$ cat src/sv/frp_pkg.sv
package frp_pkg;

  // Default sizes
  localparam int HISTORY_DEPTH_DEF = 16;
  localparam int QUEUE_DEPTH_DEF   = 4;

  // Gap that every history entry reads as until the history pointer first wraps
  localparam logic [15:0] DEFAULT_GAP_US = 16'd16666;

  // Register reset values
  localparam logic [15:0] REJECT_LOW_RST    = 16'd1000;
  localparam logic [15:0] REJECT_HIGH_RST   = 16'd50000;
  localparam logic [11:0] NUDGE_RST         = 12'd150;
  localparam logic [15:0] GAP_FLOOR_RST     = 16'd6250;
  localparam logic [15:0] GAP_CEILING_RST   = 16'd33300;
  localparam logic [19:0] STARVE_SLACK_RST  = 20'd20000;

  // Register indexes
  localparam int          CFG_IDX_W = 3;
  localparam int          CFG_DAT_W = 20;
  localparam logic [2:0]  CFG_REJECT_LOW   = 3'd0;
  localparam logic [2:0]  CFG_REJECT_HIGH  = 3'd1;
  localparam logic [2:0]  CFG_NUDGE        = 3'd2;
  localparam logic [2:0]  CFG_GAP_FLOOR    = 3'd3;
  localparam logic [2:0]  CFG_GAP_CEILING  = 3'd4;
  localparam logic [2:0]  CFG_STARVE_SLACK = 3'd5;

  // Command codes on the input channel
  localparam logic CMD_ARRIVE = 1'b0;
  localparam logic CMD_TICK   = 1'b1;

  typedef enum logic {
    KIND_ARRIVE,
    KIND_TICK
  } kind_t;

  typedef enum logic [2:0] {
    ST_NOTHING      = 3'd0,
    ST_QUEUED       = 3'd1,
    ST_HELD_PENDING = 3'd2,
    ST_REFUSED      = 3'd3,
    ST_RELEASED     = 3'd4
  } status_t;

  typedef struct packed {
    logic [15:0] reject_low_us;
    logic [15:0] reject_high_us;
    logic [11:0] nudge_us;
    logic [15:0] gap_floor_us;
    logic [15:0] gap_ceiling_us;
    logic [19:0] starve_slack_us;
  } cfg_t;

  typedef struct packed {
    logic        cmd;
    logic [31:0] now_us;
    logic [15:0] frame_handle;
    logic [2:0]  sync_interval;
    logic [31:0] present_flags;
  } in_item_t;

  typedef struct packed {
    logic [2:0]  status;
    logic [15:0] out_handle;
    logic [2:0]  out_sync_interval;
    logic [31:0] out_flags;
    logic [2:0]  queue_level;
    logic [15:0] average_gap_us;
    logic [15:0] delivery_gap_us;
  } out_item_t;

  typedef struct packed {
    logic [15:0] handle;
    logic [2:0]  sync;
    logic [31:0] flags;
  } frame_t;

  // Classified transaction as handed from front to back
  typedef struct packed {
    kind_t       kind;
    logic [31:0] now_us;
    frame_t      frame;
  } item_t;

  typedef struct packed {
    logic  valid;
    item_t item;
  } work_t;

endpackage

$ cat src/sv/frp_ram.sv
module frp_ram #(
  parameter int WIDTH = 16,
  parameter int DEPTH = 16
) (
  input  logic                     clk,
  input  logic                     we,
  input  logic [$clog2(DEPTH)-1:0] waddr,
  input  logic [WIDTH-1:0]         wdata,
  input  logic [$clog2(DEPTH)-1:0] raddr,
  output logic [WIDTH-1:0]         rdata
);

  logic [WIDTH-1:0] mem [DEPTH];

  always_ff @(posedge clk) begin
    if (we) begin
      mem[waddr] <= wdata;
    end
    rdata <= mem[raddr];
  end

endmodule

$ cat src/sv/frp_cfg.sv
module frp_cfg (
  input  logic                           clk,
  input  logic                           rst,
  input  logic                           cfg_write,
  input  logic [frp_pkg::CFG_IDX_W-1:0]  cfg_index,
  input  logic [frp_pkg::CFG_DAT_W-1:0]  cfg_data,
  output frp_pkg::cfg_t                  cfg
);

  frp_pkg::cfg_t cfg_next;

  // Register decode
  always_comb begin
    cfg_next = cfg;
    if (cfg_write) begin
      unique case (cfg_index)
        frp_pkg::CFG_REJECT_LOW:   cfg_next.reject_low_us   = cfg_data[15:0];
        frp_pkg::CFG_REJECT_HIGH:  cfg_next.reject_high_us  = cfg_data[15:0];
        frp_pkg::CFG_NUDGE:        cfg_next.nudge_us        = cfg_data[11:0];
        frp_pkg::CFG_GAP_FLOOR:    cfg_next.gap_floor_us    = cfg_data[15:0];
        frp_pkg::CFG_GAP_CEILING:  cfg_next.gap_ceiling_us  = cfg_data[15:0];
        frp_pkg::CFG_STARVE_SLACK: cfg_next.starve_slack_us = cfg_data[19:0];
        default: ;
      endcase
    end
  end

  always_ff @(posedge clk) begin
    if (rst) begin
      cfg.reject_low_us   <= frp_pkg::REJECT_LOW_RST;
      cfg.reject_high_us  <= frp_pkg::REJECT_HIGH_RST;
      cfg.nudge_us        <= frp_pkg::NUDGE_RST;
      cfg.gap_floor_us    <= frp_pkg::GAP_FLOOR_RST;
      cfg.gap_ceiling_us  <= frp_pkg::GAP_CEILING_RST;
      cfg.starve_slack_us <= frp_pkg::STARVE_SLACK_RST;
    end else begin
      cfg <= cfg_next;
    end
  end

endmodule

$ cat src/sv/frp_front.sv
module frp_front (
  input  logic              clk,
  input  logic              rst,
  input  logic              in_valid,
  output logic              in_ready,
  input  frp_pkg::in_item_t in_data,
  output frp_pkg::work_t    work,
  input  logic              take
);

  frp_pkg::item_t q [2];
  frp_pkg::item_t cls;
  logic           wr_ptr;
  logic           rd_ptr;
  logic [1:0]     cnt;
  logic           push;

  assign in_ready = (cnt != 2'd2);
  assign push     = in_valid && in_ready;

  // Classify the incoming transaction
  always_comb begin
    cls.now_us       = in_data.now_us;
    cls.frame.handle = in_data.frame_handle;
    cls.frame.sync   = in_data.sync_interval;
    cls.frame.flags  = in_data.present_flags;
    unique case (in_data.cmd)
      frp_pkg::CMD_ARRIVE: cls.kind = frp_pkg::KIND_ARRIVE;
      frp_pkg::CMD_TICK:   cls.kind = frp_pkg::KIND_TICK;
    endcase
  end

  assign work.valid = (cnt != 2'd0);
  assign work.item  = q[rd_ptr];

  // Two-entry queue storage
  always_ff @(posedge clk) begin
    if (push) begin
      q[wr_ptr] <= cls;
    end
  end

  always_ff @(posedge clk) begin
    if (rst) begin
      wr_ptr <= 1'b0;
      rd_ptr <= 1'b0;
      cnt    <= 2'd0;
    end else begin
      if (push) begin
        wr_ptr <= ~wr_ptr;
      end
      if (take) begin
        rd_ptr <= ~rd_ptr;
      end
      case ({push, take})
        2'b10:   cnt <= cnt + 2'd1;
        2'b01:   cnt <= cnt - 2'd1;
        default: cnt <= cnt;
      endcase
    end
  end

endmodule

$ cat src/sv/frp_back.sv
module frp_back #(
  parameter int HISTORY_DEPTH = frp_pkg::HISTORY_DEPTH_DEF,
  parameter int QUEUE_DEPTH   = frp_pkg::QUEUE_DEPTH_DEF
) (
  input  logic               clk,
  input  logic               rst,
  input  frp_pkg::cfg_t      cfg,
  input  frp_pkg::work_t     work,
  output logic               take,
  output logic               out_valid,
  input  logic               out_ready,
  output frp_pkg::out_item_t out_data
);

  localparam int HPW   = $clog2(HISTORY_DEPTH);
  localparam int TOTW  = 16 + HPW;
  localparam int QPW   = (QUEUE_DEPTH > 1) ? $clog2(QUEUE_DEPTH) : 1;
  localparam int QCW   = $clog2(QUEUE_DEPTH + 1);
  // Exact divide by HISTORY_DEPTH through a reciprocal
  localparam int SHIFT = TOTW + HPW;
  localparam int RW    = TOTW + 2;
  localparam int PRODW = TOTW + RW;
  localparam int unsigned RECIP_INT =
    ((32'd1 << SHIFT) + HISTORY_DEPTH - 1) / HISTORY_DEPTH;
  localparam logic [RW-1:0]   RECIP     = RW'(RECIP_INT);
  localparam logic [TOTW-1:0] TOTAL_RST = TOTW'(16666 * HISTORY_DEPTH);
  localparam logic [HPW-1:0]  HPTR_LAST = HPW'(HISTORY_DEPTH - 1);
  localparam logic [QPW-1:0]  QPTR_LAST = QPW'(QUEUE_DEPTH - 1);
  localparam logic [QCW-1:0]  QCNT_FULL = QCW'(QUEUE_DEPTH);

  // Architectural state
  logic [HPW-1:0]   hist_ptr, hist_ptr_next;
  logic             hist_wrapped, hist_wrapped_next;
  logic [TOTW-1:0]  total, total_next;
  logic [15:0]      avg;
  logic [31:0]      last_return, last_return_next;
  logic             return_seen, return_seen_next;
  logic [31:0]      last_release, last_release_next;
  logic             release_seen, release_seen_next;
  frp_pkg::frame_t  fifo [QUEUE_DEPTH];
  logic [QPW-1:0]   head, head_next;
  logic [QCW-1:0]   count, count_next;
  logic             pending_valid, pending_valid_next;
  frp_pkg::frame_t  pending, pending_next;
  logic             held_valid, held_valid_next;
  frp_pkg::frame_t  held, held_next;
  logic [31:0]      held_target, held_target_next;
  logic [15:0]      last_gap, last_gap_next;
  logic             out_valid_next;

  // Step datapath
  logic                  fire;
  logic [31:0]           now;
  logic [31:0]           gap;
  logic                  gap_ok;
  logic [15:0]           hist_rdata;
  logic [15:0]           hist_old;
  logic                  hist_we;
  logic [TOTW-1:0]       total_upd;
  logic [PRODW-1:0]      prod;
  logic [15:0]           avg_calc;
  logic                  rel_due;
  logic [31:0]           since_target;
  logic                  held_left;
  logic                  pop;
  logic [QCW-1:0]        count_pop;
  logic [QPW-1:0]        head_inc;
  logic signed [17:0]    g_raw;
  logic signed [17:0]    g_floor;
  logic signed [17:0]    g_clamp;
  logic [15:0]           gap_out;
  logic [31:0]           base_release;
  logic [31:0]           tgt_plain;
  logic [31:0]           late;
  logic                  snap;
  logic                  push_en;
  logic [QPW-1:0]        push_head;
  logic [QCW-1:0]        push_cnt;
  logic [QPW:0]          push_sum;
  logic [QPW-1:0]        push_slot;
  frp_pkg::frame_t       push_frame;
  frp_pkg::status_t      status;
  frp_pkg::frame_t       rel;
  frp_pkg::out_item_t    out_next;

  assign fire = work.valid && (!out_valid || out_ready);
  assign take = fire;
  assign now  = work.item.now_us;

  // Gap history memory; read address runs one step ahead of the pointer
  frp_ram #(
    .WIDTH (16),
    .DEPTH (HISTORY_DEPTH)
  ) u_hist (
    .clk   (clk),
    .we    (hist_we),
    .waddr (hist_ptr),
    .wdata (gap[15:0]),
    .raddr (hist_ptr_next),
    .rdata (hist_rdata)
  );

  // Arrival gap measurement; entries past the pointer are unwritten until wrap
  assign gap       = now - last_return;
  assign gap_ok    = return_seen && (gap > 32'(cfg.reject_low_us))
                     && (gap < 32'(cfg.reject_high_us));
  assign hist_old  = hist_wrapped ? hist_rdata : frp_pkg::DEFAULT_GAP_US;
  assign total_upd = total - TOTW'(hist_old) + TOTW'(gap[15:0]);

  // Running average of the updated total
  assign prod     = PRODW'(total_next) * PRODW'(RECIP);
  assign avg_calc = prod[SHIFT +: 16];

  // Release test and pop decision
  assign since_target = now - held_target;
  assign rel_due      = held_valid && !since_target[31];
  assign held_left    = held_valid && !rel_due;
  assign pop          = !held_left && (count != '0);
  assign count_pop    = count - QCW'(1);
  assign head_inc     = (head == QPTR_LAST) ? '0 : head + QPW'(1);

  // Delivery gap: nudge by level after pop, floor then ceiling
  always_comb begin
    g_raw = $signed({2'b00, avg});
    if (32'(count_pop) >= 32'd2) begin
      g_raw = $signed({2'b00, avg}) - $signed({6'b0, cfg.nudge_us});
    end else if (count_pop == '0) begin
      g_raw = $signed({2'b00, avg}) + $signed({6'b0, cfg.nudge_us});
    end
    g_floor = (g_raw < $signed({2'b00, cfg.gap_floor_us}))
              ? $signed({2'b00, cfg.gap_floor_us}) : g_raw;
    g_clamp = (g_floor > $signed({2'b00, cfg.gap_ceiling_us}))
              ? $signed({2'b00, cfg.gap_ceiling_us}) : g_floor;
  end
  assign gap_out = g_clamp[15:0];

  // Target time, with snap to now when starved
  assign base_release = rel_due ? now : last_release;
  assign tgt_plain    = base_release + {16'b0, gap_out};
  assign late         = now - tgt_plain;
  assign snap         = !late[31] && (late > 32'(cfg.starve_slack_us));

  // Step control and next state
  always_comb begin
    hist_ptr_next      = hist_ptr;
    hist_wrapped_next  = hist_wrapped;
    hist_we            = 1'b0;
    total_next         = total;
    last_return_next   = last_return;
    return_seen_next   = return_seen;
    last_release_next  = last_release;
    release_seen_next  = release_seen;
    head_next          = head;
    count_next         = count;
    pending_valid_next = pending_valid;
    pending_next       = pending;
    held_valid_next    = held_valid;
    held_next          = held;
    held_target_next   = held_target;
    last_gap_next      = last_gap;
    push_en            = 1'b0;
    push_head          = head;
    push_cnt           = count;
    push_frame         = work.item.frame;
    status             = frp_pkg::ST_NOTHING;
    rel                = '0;
    out_valid_next     = out_valid && !out_ready;

    if (fire) begin
      out_valid_next = 1'b1;
      unique case (work.item.kind)
        frp_pkg::KIND_ARRIVE: begin
          if (pending_valid) begin
            status = frp_pkg::ST_REFUSED;
          end else begin
            if (gap_ok) begin
              hist_we    = 1'b1;
              total_next = total_upd;
              if (hist_ptr == HPTR_LAST) begin
                hist_ptr_next     = '0;
                hist_wrapped_next = 1'b1;
              end else begin
                hist_ptr_next = hist_ptr + HPW'(1);
              end
            end
            if (count < QCNT_FULL) begin
              push_en          = 1'b1;
              count_next       = count + QCW'(1);
              last_return_next = now;
              return_seen_next = 1'b1;
              status           = frp_pkg::ST_QUEUED;
            end else begin
              pending_valid_next = 1'b1;
              pending_next       = work.item.frame;
              status             = frp_pkg::ST_HELD_PENDING;
            end
          end
        end
        frp_pkg::KIND_TICK: begin
          if (rel_due) begin
            status            = frp_pkg::ST_RELEASED;
            rel               = held;
            held_valid_next   = 1'b0;
            last_release_next = now;
            release_seen_next = 1'b1;
          end
          if (pop) begin
            held_valid_next = 1'b1;
            held_next       = fifo[head];
            head_next       = head_inc;
            count_next      = count_pop;
            last_gap_next   = gap_out;
            if (release_seen || rel_due) begin
              held_target_next = snap ? now : tgt_plain;
            end else begin
              held_target_next = now;
            end
            // Pending frame moves into the slot freed by the pop
            if (pending_valid) begin
              push_en            = 1'b1;
              push_head          = head_inc;
              push_cnt           = count_pop;
              push_frame         = pending;
              count_next         = count;
              last_return_next   = now;
              return_seen_next   = 1'b1;
              pending_valid_next = 1'b0;
            end
          end
        end
      endcase
    end
  end

  // Tail slot of the frame queue
  assign push_sum  = {1'b0, push_head} + (QPW + 1)'(push_cnt);
  assign push_slot = (push_sum >= (QPW + 1)'(QUEUE_DEPTH))
                     ? QPW'(push_sum - (QPW + 1)'(QUEUE_DEPTH)) : push_sum[QPW-1:0];

  // Result of this step
  assign out_next.status            = status;
  assign out_next.out_handle        = rel.handle;
  assign out_next.out_sync_interval = rel.sync;
  assign out_next.out_flags         = rel.flags;
  assign out_next.queue_level       = 3'(count_next);
  assign out_next.average_gap_us    = avg_calc;
  assign out_next.delivery_gap_us   = last_gap_next;

  // Payload storage
  always_ff @(posedge clk) begin
    if (push_en) begin
      fifo[push_slot] <= push_frame;
    end
    pending <= pending_next;
    held    <= held_next;
    if (fire) begin
      out_data <= out_next;
    end
  end

  // Control state
  always_ff @(posedge clk) begin
    if (rst) begin
      hist_ptr      <= '0;
      hist_wrapped  <= 1'b0;
      total         <= TOTAL_RST;
      avg           <= frp_pkg::DEFAULT_GAP_US;
      last_return   <= '0;
      return_seen   <= 1'b0;
      last_release  <= '0;
      release_seen  <= 1'b0;
      head          <= '0;
      count         <= '0;
      pending_valid <= 1'b0;
      held_valid    <= 1'b0;
      held_target   <= '0;
      last_gap      <= '0;
      out_valid     <= 1'b0;
    end else begin
      hist_ptr      <= hist_ptr_next;
      hist_wrapped  <= hist_wrapped_next;
      total         <= total_next;
      avg           <= avg_calc;
      last_return   <= last_return_next;
      return_seen   <= return_seen_next;
      last_release  <= last_release_next;
      release_seen  <= release_seen_next;
      head          <= head_next;
      count         <= count_next;
      pending_valid <= pending_valid_next;
      held_valid    <= held_valid_next;
      held_target   <= held_target_next;
      last_gap      <= last_gap_next;
      out_valid     <= out_valid_next;
    end
  end

endmodule

$ cat src/sv/frame_release_pacer.sv
// Channel   Dir  Handshake              Payload
// in        in   in_valid / in_ready    in_data   (frp_pkg::in_item_t)
// out       out  out_valid / out_ready  out_data  (frp_pkg::out_item_t)
// cfg       in   cfg_write              cfg_index, cfg_data
//
// One transaction per cycle sustained while the output is not stalled; each
// result is registered after the two-entry input queue and the step unit.
// The step unit does all state updates of one transaction at once; the
// moving average is held in a registered reciprocal multiply of the total.
// Synchronous reset, no clearing pass; history entries read as the default
// gap until the pointer first wraps. Output stalls back up into the input
// queue; in_ready drops only when both queue entries are occupied.
module frame_release_pacer #(
  parameter int HISTORY_DEPTH = frp_pkg::HISTORY_DEPTH_DEF,
  parameter int QUEUE_DEPTH   = frp_pkg::QUEUE_DEPTH_DEF
) (
  input  logic                          clk,
  input  logic                          rst,
  input  logic                          in_valid,
  output logic                          in_ready,
  input  frp_pkg::in_item_t             in_data,
  output logic                          out_valid,
  input  logic                          out_ready,
  output frp_pkg::out_item_t            out_data,
  input  logic                          cfg_write,
  input  logic [frp_pkg::CFG_IDX_W-1:0] cfg_index,
  input  logic [frp_pkg::CFG_DAT_W-1:0] cfg_data
);

  frp_pkg::cfg_t  cfg;
  frp_pkg::work_t work;
  logic           take;

  frp_cfg u_cfg (
    .clk       (clk),
    .rst       (rst),
    .cfg_write (cfg_write),
    .cfg_index (cfg_index),
    .cfg_data  (cfg_data),
    .cfg       (cfg)
  );

  frp_front u_front (
    .clk      (clk),
    .rst      (rst),
    .in_valid (in_valid),
    .in_ready (in_ready),
    .in_data  (in_data),
    .work     (work),
    .take     (take)
  );

  frp_back #(
    .HISTORY_DEPTH (HISTORY_DEPTH),
    .QUEUE_DEPTH   (QUEUE_DEPTH)
  ) u_back (
    .clk       (clk),
    .rst       (rst),
    .cfg       (cfg),
    .work      (work),
    .take      (take),
    .out_valid (out_valid),
    .out_ready (out_ready),
    .out_data  (out_data)
  );

endmodule

$ cat config.mk
export PLATFORM = sky130hd
export DESIGN_NAME = frame_release_pacer
export DESIGN_NICKNAME = d
export VERILOG_FILES = /design/src/sv/frp_pkg.sv /design/src/sv/frp_ram.sv /design/src/sv/frp_cfg.sv /design/src/sv/frp_front.sv /design/src/sv/frp_back.sv /design/src/sv/frame_release_pacer.sv
export SDC_FILE = /design/constraint.sdc
export NUM_CORES = 2
export LEC_CHECK = 0
export BUFFER_PORTS_ARGS = -buffer_cell sky130_fd_sc_hd__buf_4
export CAP_MARGIN = 20
export CELL_PAD_IN_SITES_DETAIL_PLACEMENT = 1
export CELL_PAD_IN_SITES_GLOBAL_PLACEMENT = 2
export CORE_MARGIN = 2
export CORE_UTILIZATION = 40
export DETAILED_ROUTE_END_ITERATION = 16
export PLACE_DENSITY_LB_ADDON = 0.1
export SETUP_SLACK_MARGIN = 0.5
export SLEW_MARGIN = 20
export SYNTH_ARGS = -nofsm -noshare
export SYNTH_HDL_FRONTEND = slang
export SYNTH_SLANG_ARGS = --single-unit
$ cat constraint.sdc
create_clock -name clk -period 16.32 [get_ports clk]
set_input_delay 3.264 -clock clk [delete_from_list [all_inputs] [get_ports clk]]
set_output_delay 3.264 -clock clk [all_outputs]
set_load 0.05 [all_outputs]
### After elaboration in Yosys (flattened, before gate mapping)

Memories as Yosys holds them, arrays and structs flattened. A register that Yosys moved wholly into a read port is not among the register bits.
Index checks and enable logic that the tools add are counted.

* bits of input ports: 112
* memories kept: 3
* bits in writable memories: 628
* output and inout port bits: 91
* logic and storage cells: 201
* bits in registers: 387

Memories
* u_back.u_hist.mem: words 16, width 16, read ports 1, clocked after Yosys merged registers in 1, write ports 1, line frp_ram.sv:13 `logic [WIDTH-1:0] mem [DEPTH];`
* u_back.fifo: words 4, width 51, read ports 1, clocked after Yosys merged registers in 1, write ports 1, line frp_back.sv:40 `frp_pkg::frame_t fifo [QUEUE_DEPTH];`
* u_front.q: words 2, width 84, read ports 1, clocked after Yosys merged registers in 1, write ports 1, line frp_front.sv:11 `frp_pkg::item_t q [2];`

* eq/ne operators: 14
* reductions and logical operators: 39
* $lt $le $gt $ge: 8
* multiplexer cells: 81
* $add $sub $neg: 16
* bitwise logic cells: 6

Operators with widths (number)
* 32-bit two-way mux: 7
* 51-bit two-way mux: 4
* 32-bit subtractor: 3
* 16-bit two-way mux: 5
* 20-bit two-way mux: 4
* 32-bit case mux with 2 select lines: 1
* 18-bit two-way mux: 3
* 3-bit two-way mux: 11
* 32-bit by 16-bit adder with 32-bit output: 1
* 32-bit by 16-bit > comparator with 1-bit output: 1
* 32-bit by 20-bit > comparator with 1-bit output: 1
* 32-bit by 16-bit less-than comparator with 1-bit output: 1
* 1-bit two-way mux: 27
* 20-bit by 16-bit adder with 20-bit output: 1
* 4-bit two-way mux: 5
* 20-bit by 16-bit subtractor with 20-bit output: 1
* 18-bit by 17-bit > comparator with 1-bit output: 1
* 18-bit by 17-bit less-than comparator with 1-bit output: 1
* 2-bit AND reduction: 9
* 16-bit by 12-bit adder with 17-bit output: 1
* 16-bit by 12-bit subtractor with 17-bit output: 1
* 2-bit two-way mux: 7
* 3-bit case mux with 2 select lines: 2
* 5-bit AND reduction: 2
* 28 further kinds: 64

### Logic depth before layout (Yosys ltp)

* depth in word-level cells: 14
* mapped depth: 80
* mapped depth without buffers: 77

### Modules after synthesis

From an unflattened synthesis, not the netlist that was laid out.

* cell total of the unflattened synthesis: 4069
* area, all modules: 51356.8 um^2

By module, submodules not included
* frp_back: area an instance 31176.2 um^2, instances 1, sequential area each 14804.2 um^2, cells each 2990
* frp_ram: area an instance 10042.1 um^2, instances 1, sequential area each 8007.7 um^2, cells each 432
* frp_front: area an instance 6266.0 um^2, instances 1, sequential area each 5144.9 um^2, cells each 284
* frp_cfg: area an instance 3872.5 um^2, instances 1, sequential area each 1921.8 um^2, cells each 363

### Least setup slack after synthesis

No wires, ideal clock.

* path kind: register -> register
* start: register u_back.avg[1]
* end: register u_back.held_target[29]
* library setup time: 70 ps
* data arrival time: 13586 ps
* data required time: 16250 ps
* cell stages (with the launch flop): 72
* slack: 2664 ps
* clock period less this slack: 13656 ps
* path buffers: 2
* cells stage by stage: dfxtp_1 -> ha_1 -> nor2b_1 -> o21ai_0 -> a21oi_1 -> o21ai_0 -> a21oi_1 -> o21ai_0 -> a21oi_1 -> o21ai_0 -> a21oi_1 -> o21ai_0 -> nand2b_1 -> a2111oi_0 -> o21a_1 -> nor2_1 -> ha_1 -> nor2b_1 -> (+36 left out) -> maj3_1 -> inv_1 -> o21ai_0 -> a21oi_1 -> o21bai_1 -> a21oi_1 -> xnor2_1 -> ha_1 -> a21o_1 -> a21o_1 -> a21oi_1 -> a22oi_1 -> or3_1 -> or4_1 -> nor3_2 -> nand2_1 -> a2bb2oi_1 -> a21oi_1

* word-level cells in the longest chain between the ends: 13
* elaborated cells between the ends (all ways): 15
* those cells by class: add/sub: 4; order compare: 3; mux: 6; reduce/logical: 2

Ends and longest elaborated chain
* from (decl): line frp_back.sv:35 `logic [15:0] avg;`
* from (signal assigned): line frp_back.sv:267 `avg <= frp_pkg::DEFAULT_GAP_US;`
* from (signal assigned): line frp_back.sv:283 `avg <= avg_calc;`
* 16-bit by 12-bit adder with 17-bit output: line frp_back.sv:128 `g_raw = $signed({2'b00, avg}) + $signed({6'b0, cfg.nudge_us});`
* 18-bit two-way mux: line frp_back.sv:127 `end else if (count_pop == '0) begin`
* 18-bit two-way mux (*): line frp_back.sv:125 `if (32'(count_pop) >= 32'd2) begin`
* 18-bit by 17-bit less-than comparator with 1-bit output: line frp_back.sv:130 `g_floor = (g_raw < $signed({2'b00, cfg.gap_floor_us}))`
* 18-bit two-way mux (*): line frp_back.sv:131 `? $signed({2'b00, cfg.gap_floor_us}) : g_raw;`
* 18-bit by 17-bit > comparator with 1-bit output: line frp_back.sv:132 `g_clamp = (g_floor > $signed({2'b00, cfg.gap_ceiling_us}))`
* 16-bit two-way mux (*): line frp_back.sv:133 `? $signed({2'b00, cfg.gap_ceiling_us}) : g_floor;`
* 32-bit by 16-bit adder with 32-bit output (*): line frp_back.sv:139 `assign tgt_plain = base_release + {16'b0, gap_out};`
* 32-bit subtractor: line frp_back.sv:140 `assign late = now - tgt_plain;`
* 32-bit by 20-bit > comparator with 1-bit output / 1-bit zero test (equally long branches): line frp_back.sv:141 `assign snap = !late[31] && (late > 32'(cfg.starve_slack_us));`
* 1-bit logical AND: line frp_back.sv:141
* 32-bit two-way mux (*): line frp_back.sv:214 `held_target_next = snap ? now : tgt_plain;`
* 32-bit two-way mux (*): line frp_back.sv:213 `if (release_seen || rel_due) begin`
* to (signal assigned): line frp_back.sv:292 `held_target <= held_target_next;`
* to (decl): line frp_back.sv:47 `logic [31:0] held_target, held_target_next;`

Mark *: on every way between the ends. The rest lies on a longest branch, timed or not.
A chain may end at the register's enable or synchronous reset.

### Worst setup path after layout

* start: register, netlist name u_cfg.cfg[53]
* end: register u_back.held_target[16]

* word-level cells in the longest chain between the ends: 13
* elaborated cells between the ends (all ways): 15
* those cells by class: add/sub: 4; order compare: 3; mux: 6; reduce/logical: 2

Ends and longest elaborated chain (line)
* 16-bit by 12-bit adder with 17-bit output: frp_back.sv:128
* 18-bit two-way mux: frp_back.sv:127
* 18-bit two-way mux (*): frp_back.sv:125
* 18-bit by 17-bit less-than comparator with 1-bit output: frp_back.sv:130
* 18-bit two-way mux (*): frp_back.sv:131
* 18-bit by 17-bit > comparator with 1-bit output: frp_back.sv:132
* 16-bit two-way mux (*): frp_back.sv:133
* 32-bit by 16-bit adder with 32-bit output (*): frp_back.sv:139
* 32-bit subtractor: frp_back.sv:140
* 32-bit by 20-bit > comparator with 1-bit output / 1-bit zero test (equally long branches): frp_back.sv:141
* 1-bit logical AND: frp_back.sv:141
* 32-bit two-way mux (*): frp_back.sv:214
* 32-bit two-way mux (*): frp_back.sv:213

Marks and branches as above.

==> results.yml <==
routing:
  wl_per_cell_um: 24.2
  via_per_inst: 5.44
  drt_pre_antenna_iters: 5
  wirelength_um: 151000
  drt_iter0_markers: 2084
  ant_nets: 0
  vias: 34000
  drc: 0
sta:
  fin_ws_ps: 1510
  tightest_slew_ps: 1090
  rsz0062_at_grt: "false"
  setup_viol_count_final: 0
  tns_ps: 0
  skew_ps: 59.5
  finalCritPeriodShare_pct: 90.8
  min_period_ps: 14810
  slew_viol_final: 0
  max_freq_mhz: 67.5
  relSlewSlack_pct: 26.6
  hold_viol: 0
pwr:
  finalPower_mw: 11.1
  peakVddDrop_v: 0.000125
  p_leak_nw: 21.9
  p_per_area_mw_per_mm2: 187
placement:
  placed_cells: 6012
  place_congestion: 0.860
  pre_cts_slack_ps: 327
  portBuffers: 202
  postPlaceCellArea_mm2: 0.0553
  dp_hpwl_um: 104000
final_layout:
  seqCellArea_mm2: 0.0299
  multi_input_area_mm2: 0.0201
  syn_to_final_growth_pct: 15.2
  nFillCells: 13200
  final_nets: 4861
  fin_cells: 6245
  drive_gt1_share_pct: 17.1
  final_area_mm2: 0.0593
critical_path:
  slowest_stage: "or4_1"
  worstPathArrival_ps: 15430
  cp_common_cell: "a21oi_1"
  cp_max_fo: 15
  cp.required_ps: 16940
  cp_slowest_stage_delay_ps: 460
  path_class: "flip-flop to flip-flop"
  end_kind: "flip-flop"
  worst_setup_path_start_kind: "flip-flop"
synth:
  syn_area_per_cell_um2: 12.2
  syn-num-nets: 4612
  synth-seq-cells: 1083
  ys_warn_count: 0
  ys.flop_type: "edfxtp_1"
  netlist_area_mm2: 0.0515
  synth-edff-count: 819
  seq_area_frac_synth_pct: 58.1
  synthDominantCellAreaShare_pct: 47.8
  synth_area_leaders: "edfxtp_1 48%, dfxtp_1 10%, ha_1 6.0%"
  synthArstFlopShare_pct: 0
  synth.distinct_cells: 94
  synth_most_common_cell: "edfxtp_1"
  yosys-top-cells-count: "819 x edfxtp_1, 349 x nand2_1, 291 x inv_1, 287 x nor2_1, 285 x a21oi_1"
  netlist_instances: 4231
  synth_top_cell_by_area: "edfxtp_1"
clock_tree:
  clock_latency_ps: 760
  clk_pin_slew_ps: 60
  clockRootBuffer: "clkbuf_16"
  h-tree-depth: 3
  cts_tree: "yes"
  cts.path.max_buffers: 3
  cts_hold_buf: 0
  numCtsBuffers: 117
  clock_sinks: 1083
die:
  row_count: 131
  die-area_mm2: 0.132
  coreArea_mm2: 0.128
  pin_count: 203
  die_w_um: 363
  start_util_pct: 40.3
  die_y_um: 363
global_route:
  busiest_layer: "met2"
  met1_usage_pct: 31.8
  grt_max_degree: 111
  antenna_found_initial: 6
  grt_pass1_vias: 35400
  grt_pass1_wl_um: 226000
  grtUsageMet2_pct: 37.0
  gr-total-overflow: 0
  use_met3_pct: 3.54
  track_usage_pct: 22.8
run:
  drv_cap: 0
worst_hold_path:
  worstHoldPathType: "flip-flop to flip-flop"
run_status:
  outcome: "completed"
-- worst max-delay path: cells and delay by family (launching register included) --
kind / cells / cell delay [ps]
muxes: 1 / 430
xor gates and xnor gates: 2 / 490
buffers and inverters: 5 / 950
and+or+nand+nor: 22 / 3160
DFF: 1 / 340
adders and majority gates: 8 / 2490
AOI/OAI and AO/OA: 34 / 6810
-- placed cells by master (no fill, tap or decap), types with 129 or more instances in the layout --
cell type,count
a21oi_1,280
nor2_1,281
dfxtp_1,259
inv_1,289
nand2_1,347
o21ai_0,129
mux2i_1,161
buf_4,307
edfxtp_1,819
mux2_2,163
ha_1,247
-- path summary, 6_finish.rpt --
check	cells after the start	slack (ps)	to	from
max	72	1510	u_back.held_target[16]	u_cfg.cfg[53]
min	2	450	u_back.total[3]	u_back.total[3]
max reg2reg	72	1510	u_back.held_target[16]	u_cfg.cfg[53]
min reg2reg	2	450	u_back.total[3]	u_back.total[3]
-- cells by family after synthesis --
logic type | count (synthesis) | share of synthesized area, %
flip-flops | 1083 | 58.1
AO/OA/AOI/OAI | 877 | 11.2
multiplexers | 381 | 9.07
XOR/XNOR | 110 | 1.87
adder cells (fa/ha/maj) | 274 | 6.95
buffers and inverters | 474 | 3.52
AND/OR/NAND/NOR | 1032 | 9.39
-- sequential cells by signal, summed over array words and instances (netlist names), 2 cells and up, named ones only --
signal / count
u_front.q: 168
u_back.pending: 51
u_back.last_gap: 16
u_back.held: 51
u_back.u_hist.rdata: 16
u_cfg.cfg: 96
u_front.cnt: 2
u_back.u_hist.mem: 256
u_back.avg: 16
u_back.out_data: 89
u_back.held_target: 32
u_back.head: 2
u_back.count: 3
u_back.total: 4
u_back.last_release: 32
u_back.hist_ptr: 4
u_back.last_return: 32
u_back.fifo: 204
-- per-layer routing --
| metal | wire, um | share of wire [%] | vias up |
|---|---|---|---|
| met3 | 5610 | 3.7 | 195 |
| met4 | 4050 | 2.7 | 10 |
| li1 | - | - | 16100 |
| met1 | 71000 | 47 | 17100 |
| met5 | 59 | 0.039 | - |
| met2 | 70400 | 47 | 545 |
-- layout make-up --
cell class	count	area share (%)
clock buffer	169	5.45
timing repair buffer	312	4.00
multi-input combinational	2674	34.0
sequential	1083	50.4
clock inverter	52	0.789
inverter	292	1.86
antenna	1	0.00422
tap	1662	3.51
-- power by group --
group | total [mW] | switching, mW | leakage [nW] | internal [mW]
clock | 2.56 | 1.14 | 1.78 | 1.42
combinational | 4.66 | 3.01 | 10.5 | 1.66
sequential | 3.84 | 0.135 | 9.64 | 3.71
total | 11.1 | 4.28 | 21.9 | 6.78
-- metrics by stage --
step / utilization (%) / hold slack (ps)
after floorplan: - / 432
after global placement: 43.3 / 443
after detailed placement: 43.3 / 448
after CTS: 46.3 / 457
after global routing: 46.4 / 481
final: 46.4 / 453
-- what timing repair did --
item	4_1_cts	5_1_grt
resized for setup	4	31
hold endpoints to repair	0	0
pin swaps	0	6
buffers inserted	0	9
gates cloned	0	1
setup endpoints to repair	22	32
Power figures use the tool's default switching activity.
